### src/hdl/lvfd_pkg.sv
// Shared types and constants for the local variance focus depth map block.
package lvfd_pkg;

    localparam int PIX_W = 8;
    localparam int CFG_W = 12;
    localparam int FRAME_W = 16;
    localparam int IDX_W = 21;
    localparam int VAR_W = 23;
    localparam int WIN = 3;
    localparam int COLSUM_W = 10;
    localparam int COLSQ_W = 18;
    localparam int SUM_W = 12;
    localparam int SQ_W = 20;
    localparam int PROD_W = 24;
    localparam int FIFO_DEPTH = 4;
    localparam int FIFO_AW = 2;
    localparam int FIFO_CW = 3;
    localparam int REG_IDX_W = 2;

    localparam logic [REG_IDX_W-1:0] REG_COLS = 2'd0;
    localparam logic [REG_IDX_W-1:0] REG_ROWS = 2'd1;
    localparam logic [REG_IDX_W-1:0] REG_FIRST = 2'd2;

    localparam logic OP_PIXEL = 1'b0;
    localparam logic OP_DRAIN = 1'b1;

    localparam logic [CFG_W-1:0] COLS_RESET = 12'd1388;
    localparam logic [CFG_W-1:0] ROWS_RESET = 12'd1040;
    localparam logic [FRAME_W-1:0] FIRST_RESET = 16'd1;

    typedef struct packed {
        logic             op;
        logic [PIX_W-1:0] pixel;
    } in_word_t;

    typedef struct packed {
        logic [IDX_W-1:0]   pixel_index;
        logic [VAR_W-1:0]   variance_scaled;
        logic [FRAME_W-1:0] best_frame;
        logic               frame_last;
    } out_word_t;

    typedef struct packed {
        logic emit;
        logic end_row;
        logic end_frame;
        logic left_zero;
        logic top_zero;
    } item_flags_t;

    typedef struct packed {
        logic [SUM_W-1:0] sum_all;
        logic [SQ_W-1:0]  sq_all;
        logic [SUM_W-1:0] sum_right;
        logic [SQ_W-1:0]  sq_right;
    } win_sums_t;

    typedef struct packed {
        logic [VAR_W-1:0]   variance;
        logic [FRAME_W-1:0] frame;
    } best_entry_t;

endpackage

### src/hdl/lvfd_out_fifo.sv
// Result queue that takes up to two words a cycle and hands out one.
module lvfd_out_fifo (
    input  logic                clk,
    input  logic                rst_n,
    input  logic                push0,
    input  logic                push1,
    input  lvfd_pkg::out_word_t word0,
    input  lvfd_pkg::out_word_t word1,
    input  logic                pop_ready,
    output logic                out_valid,
    output lvfd_pkg::out_word_t out_word,
    output logic                room
);

    localparam int AW = lvfd_pkg::FIFO_AW;
    localparam int CW = lvfd_pkg::FIFO_CW;

    lvfd_pkg::out_word_t entry_mem [lvfd_pkg::FIFO_DEPTH];

    logic [AW-1:0] head_reg;
    logic [AW-1:0] head_next;
    logic [AW-1:0] tail_reg;
    logic [AW-1:0] tail_next;
    logic [CW-1:0] count_reg;
    logic [CW-1:0] count_next;
    logic          pop;
    logic [CW-1:0] n_push;

    assign pop       = out_valid && pop_ready;
    assign out_valid = (count_reg != '0);
    assign out_word  = entry_mem[head_reg];
    assign room      = (count_reg <= CW'(lvfd_pkg::FIFO_DEPTH - 2));
    assign n_push    = CW'(push0) + CW'(push1);

    always_ff @(posedge clk)
    begin
        if (push0)
        begin
            entry_mem[tail_reg] <= word0;
        end
        if (push1)
        begin
            entry_mem[tail_reg + AW'(push0)] <= word1;
        end
    end

    always_comb
    begin
        head_next  = head_reg + AW'(pop);
        tail_next  = tail_reg + AW'(n_push);
        count_next = count_reg + n_push - CW'(pop);
    end

    always_ff @(posedge clk or negedge rst_n)
    begin
        if (!rst_n)
        begin
            head_reg  <= '0;
            tail_reg  <= '0;
            count_reg <= '0;
        end
        else
        begin
            head_reg  <= head_next;
            tail_reg  <= tail_next;
            count_reg <= count_next;
        end
    end

endmodule

### config.mk
export PLATFORM = sky130hd
export DESIGN_NAME = lvfd_out_fifo
export DESIGN_NICKNAME = d
export VERILOG_FILES = /design/src/hdl/lvfd_pkg.sv /design/src/hdl/lvfd_out_fifo.sv
export SDC_FILE = /design/constraint.sdc
export NUM_CORES = 1
export LEC_CHECK = 0
export BUFFER_PORTS_ARGS = -buffer_cell sky130_fd_sc_hd__buf_2
export CAP_MARGIN = 5
export CORE_MARGIN = 5
export CORE_UTILIZATION = 50
export CTS_CLUSTER_DIAMETER = 200
export DETAILED_ROUTE_END_ITERATION = 7
export GPL_ROUTABILITY_DRIVEN = 1
export GPL_TIMING_DRIVEN = 0
export PLACE_DENSITY = 0.83
export REMOVE_ABC_BUFFERS = 1
export SLEW_MARGIN = 0
export SYNTH_ARGS = -nofsm -noshare
export SYNTH_HDL_FRONTEND = slang
export SYNTH_SLANG_ARGS = --single-unit
### constraint.sdc
create_clock -name clk -period 14.5 [get_ports clk]
set_input_delay 2.175 -clock clk [delete_from_list [all_inputs] [get_ports clk]]
set_output_delay 2.175 -clock clk [all_outputs]
set_load 0.01 [all_outputs]
## Yosys cells after proc, flatten, opt, wreduce, memory -nomap -nowiden

Memory sizes are Yosys's and may differ from the RTL's.
Index checks and enable logic that the tools add are counted.

- Word-level logic and storage cells: 17
- Memory bits (read-only): 0
- RAM bits: 244
- Bits of input ports: 127
- Register bits: 7
- Memories: 1
- Latch bits: 0
- Output and inout port bits: 63

Memories:

| name | words | bits a word | rd ports | clocked after memory_dff | write ports | line | text |
|---|---|---|---|---|---|---|---|
| entry_mem | 4 | 61 | 1 | 0 | 2 | lvfd_out_fifo.sv:18 | `lvfd_pkg::out_word_t entry_mem [lvfd_pkg::FIFO_DEPTH];` |

- $mul: 0
- Shifts and indexed selects: 0
- Equality and inequality tests: 0
- Reduce and logical (&&, ||, !) cells: 2
- Div/mod/pow operators: 0
- $add $sub $neg: 6
- Mux-type cells: 4
- Order comparisons: 1
- Bitwise gates (word level): 0

Operator list:

| kind | count |
|---|---|
| $add 2x1->2 | 2 |
| $mux 1 | 4 |
| $add 3x2->3 | 1 |
| $le 3x2->1 const B | 1 |
| $reduce_bool 3->1 | 1 |
| $sub 3x1->3 | 1 |
| $add 1x1->2 | 1 |
| $add 2x2->2 | 1 |
| $logic_and 1x1->1 | 1 |

## Depth between registers and ports, before layout

- Depth after elaboration: 3
- Mapped depth: 9

## Worst setup path before layout

OpenSTA, ideal clock, no wires.

- Kind: input to register
- Start: input port push0
- End: memory entry_mem[2][0] in the netlist's numbering (enable)
- Required time: 13.936 ns
- Stages: 2
- Slack: 7.399 ns
- Arrival: 6.537 ns
- Buffers on the path: 0
- Cells stage by stage: nand2_1 o21ai_0

RTL lines:

| item | line | text |
|---|---|---|
| start: declaration | lvfd_out_fifo.sv:5 | `input logic push0,` |
| end: declaration | lvfd_out_fifo.sv:18 |  |

==> flow_metrics.py <==
metrics = {
    "status": {
        "status": "finished, final reports clean",
    },
    "timing": {
        "drv_slew": 0,
        "relSlewSlack_pct": 33.4,
        "hold_viol": 0,
        "fmax_mhz": 216,
        "finalCritPeriodShare_pct": 32.0,
        "setup_viol": 0,
        "hold-worst-slack_ns": 0.513,
        "worstMarginPinSlew_ns": 1.00,
        "finClkSkew_ns": 0.00534,
        "fin_ws_ns": 9.86,
        "fin_crit_ns": 4.64,
        "rsz0062_at_grt": "no",
    },
    "floorplan": {
        "die_h_um": 167,
        "die_w_um": 167,
        "start_util_pct": 50.8,
        "rows": 57,
        "dieArea_mm2": 0.0279,
        "pin_count": 190,
        "core_area_mm2": 0.0243,
    },
    "global_routing": {
        "grt_pass1_wl_um": 42500,
        "grt_util_met1_pct": 25.7,
        "gr-usage-met2_pct": 33.1,
        "antenna_found_initial": 5,
        "met3_usage_pct": 3.87,
        "grt_max_degree": 36,
        "busiest_layer": "met2",
        "overflow": 0,
        "grt_util_all_layers_pct": 19.1,
        "grt_pass1_vias": 7362,
    },
    "power_and_ir_drop": {
        "power-per-cell-area_mw_per_mm2": 219,
        "leakagePower_uw": 0.00546,
        "ir_drop_uv": 173,
        "p_total_uw": 3220,
    },
    "setup_path": {
        "cp.required_ns": 12.32,
        "critPathLaunchType": "flop",
        "crit_type": "reg -> out",
        "cp-end-kind": "primary output",
        "critPathArrivalTime_ns": 2.46,
        "worstPathMaxFanout": 34,
    },
    "synth": {
        "ys_ff_latch": 251,
        "synthCells": 632,
        "synthTopCellsByArea": "edfxtp_1, mux2_2, mux4_2, mux2_4, dfrtp_1",
        "ys_types": 25,
        "synth_warnings": 0,
        "synth_top_area_share_pct": 59.4,
        "seq_area_frac_synth_pct": 60.8,
        "avgSynthCellArea_um2": 19.5,
        "yosysTopAreaCell": "edfxtp_1",
        "syn_area_mm2": 0.0123,
    },
    "min_path": {
        "hold_class": "reg -> reg",
    },
    "detailed_routing": {
        "route.antenna.remaining_nets": 0,
        "drc_errors": 0,
        "wl_per_cell_um": 22.8,
        "first_pass_iters": 6,
        "dr_total_vias": 6702,
        "drt_iter0_drc": 489,
        "finalWirelength_um": 26700,
        "avgViaCountPerCell": 5.72,
    },
    "clock_network": {
        "htreeDepth": 1,
        "clkLatencyLatePin_ns": 0.52,
        "cts_tree": "built",
        "cts_hold_buf": 0,
        "ctsResizeCount": 0,
        "cts_setup_buffers": 0,
        "clk_pin_slew_ns": 0.06,
        "cts-root-buf": "clkbuf_16",
        "cts_num_sinks": 251,
        "ctsLongestPathBuffers": 3,
        "numCtsBuffers": 27,
    },
    "placement": {
        "placed_cells": 1122,
        "gp_congestion": 0.716,
        "dp_slack_ns": 9.37,
        "hpwl_um": 17600,
        "port_buffers": 189,
        "dpl_cell_area_mm2": 0.0139,
    },
    "final_layout": {
        "syn_to_final_growth_pct": 19.3,
        "final_cells": 1172,
        "drive_above_1_share_pct": 66.0,
        "fin_nets": 962,
        "n_fill_cell": 1795,
        "largest_reg_flops": 244,
        "stdcell_area_mm2": 0.0147,
    },
    "run": {
        "max_cap_viol_count": 0,
    },
}
routing by layer:
layer | share of wire [%] | up-vias
met5 | 0.13 | -
met4 | 1.2 | 6
met3 | 6.9 | 36
met2 | 51 | 216
met1 | 41 | 3461
li1 | - | 2983
cells in the mapped netlist:
library cell  instances
nand2_1               2
dfrtp_1               7
mux4_2               61
mux2_2              185
or3_1                 1
or3b_1                1
clkbuf_1              9
xor2_1                2
xnor2_1               4
buf_6                 6
o21bai_1              1
nor2_1                1
inv_1                 7
and3_1                1
o21ai_0               2
ha_1                  7
nand3b_1              1
and2_1                1
buf_2                26
edfxtp_1            244
o22ai_1               1
a21oi_1               1
fa_1                  1
mux2_4               59
nand2b_1              1
layout make-up:
type	count	area, um2	share of cell area, %
diodes	2	5.00	0.0340
clock buffers	32	694	4.72
clock inverters	16	113	0.765
inverters	7	26.3	0.178
multi-input cells	333	4650	31.6
flip-flops and latches	251	7510	51.0
well taps	324	405	2.75
repair buffers	207	1320	8.98
final timing paths:
path / startpoint / to / slack, ns / cells after the start
min reg2reg: count_reg[2]$_DFF_PN0_ / count_reg[2]$_DFF_PN0_ / 0.51 / 1
min: count_reg[2]$_DFF_PN0_ / count_reg[2]$_DFF_PN0_ / 0.51 / 1
max reg2reg: tail_reg[0]$_DFF_PN0_ / entry_mem[0][39]$_DFFE_PP_ / 11.22 / 6
min in group asynchronous: rst_n / count_reg[1]$_DFF_PN0_ / 1.49 / 1
max: head_reg[0]$_DFF_PN0_ / out_word[7] / 9.86 / 3
max in group asynchronous: rst_n / head_reg[1]$_DFF_PN0_ / 12.83 / 1
metrics by stage:
step	util, %	setup TNS (ns)
after CTS	60.5	0
after global placement	55.4	-277.82
final	60.5	0
after detailed placement	57.2	0
after global routing	60.5	0
after floorplan	-	0
kinds of logic after synthesis:
group | count (synthesis) | synth area share, %
buf+inv | 48 | 2.09
simple gates | 9 | 0.426
flops | 251 | 60.8
fa+ha+maj | 8 | 0.872
compound gates | 5 | 0.233
mux | 305 | 35.2
xor+xnor | 6 | 0.426
placed cells by master, fill, tap and decap left out, types with 2 or more instances in the layout:
cell type and instances:
mux2_2 185, dfrtp_4 2, inv_1 7, diode_2 2, xor2_1 2, o21ai_4 2
clkinv_1 6, mux2_4 59, buf_12 11, clkbuf_16 27, dfrtp_1 5, mux4_2 61
clkbuf_1 5, buf_16 4, ha_1 7, buf_8 3, xnor2_1 4, edfxtp_1 244
nand2_1 2, clkinvlp_4 3, clkinv_2 4, buf_2 189
power by group:
group          leakage [uW]  total [uW]  switching [uW]  internal, uW
Combinational       0.00271        1310             649           656
Sequential          0.00236        1280             112          1170
Clock              0.000387         629             270           359
Total               0.00546        3220            1030          2190
worst max-delay path: stages (launching register included):
cell     delay (ns)
dfrtp_4        0.84
buf_16         0.34
mux4_2         0.56
buf_2          0.16
Power figures use the tool's default switching activity.
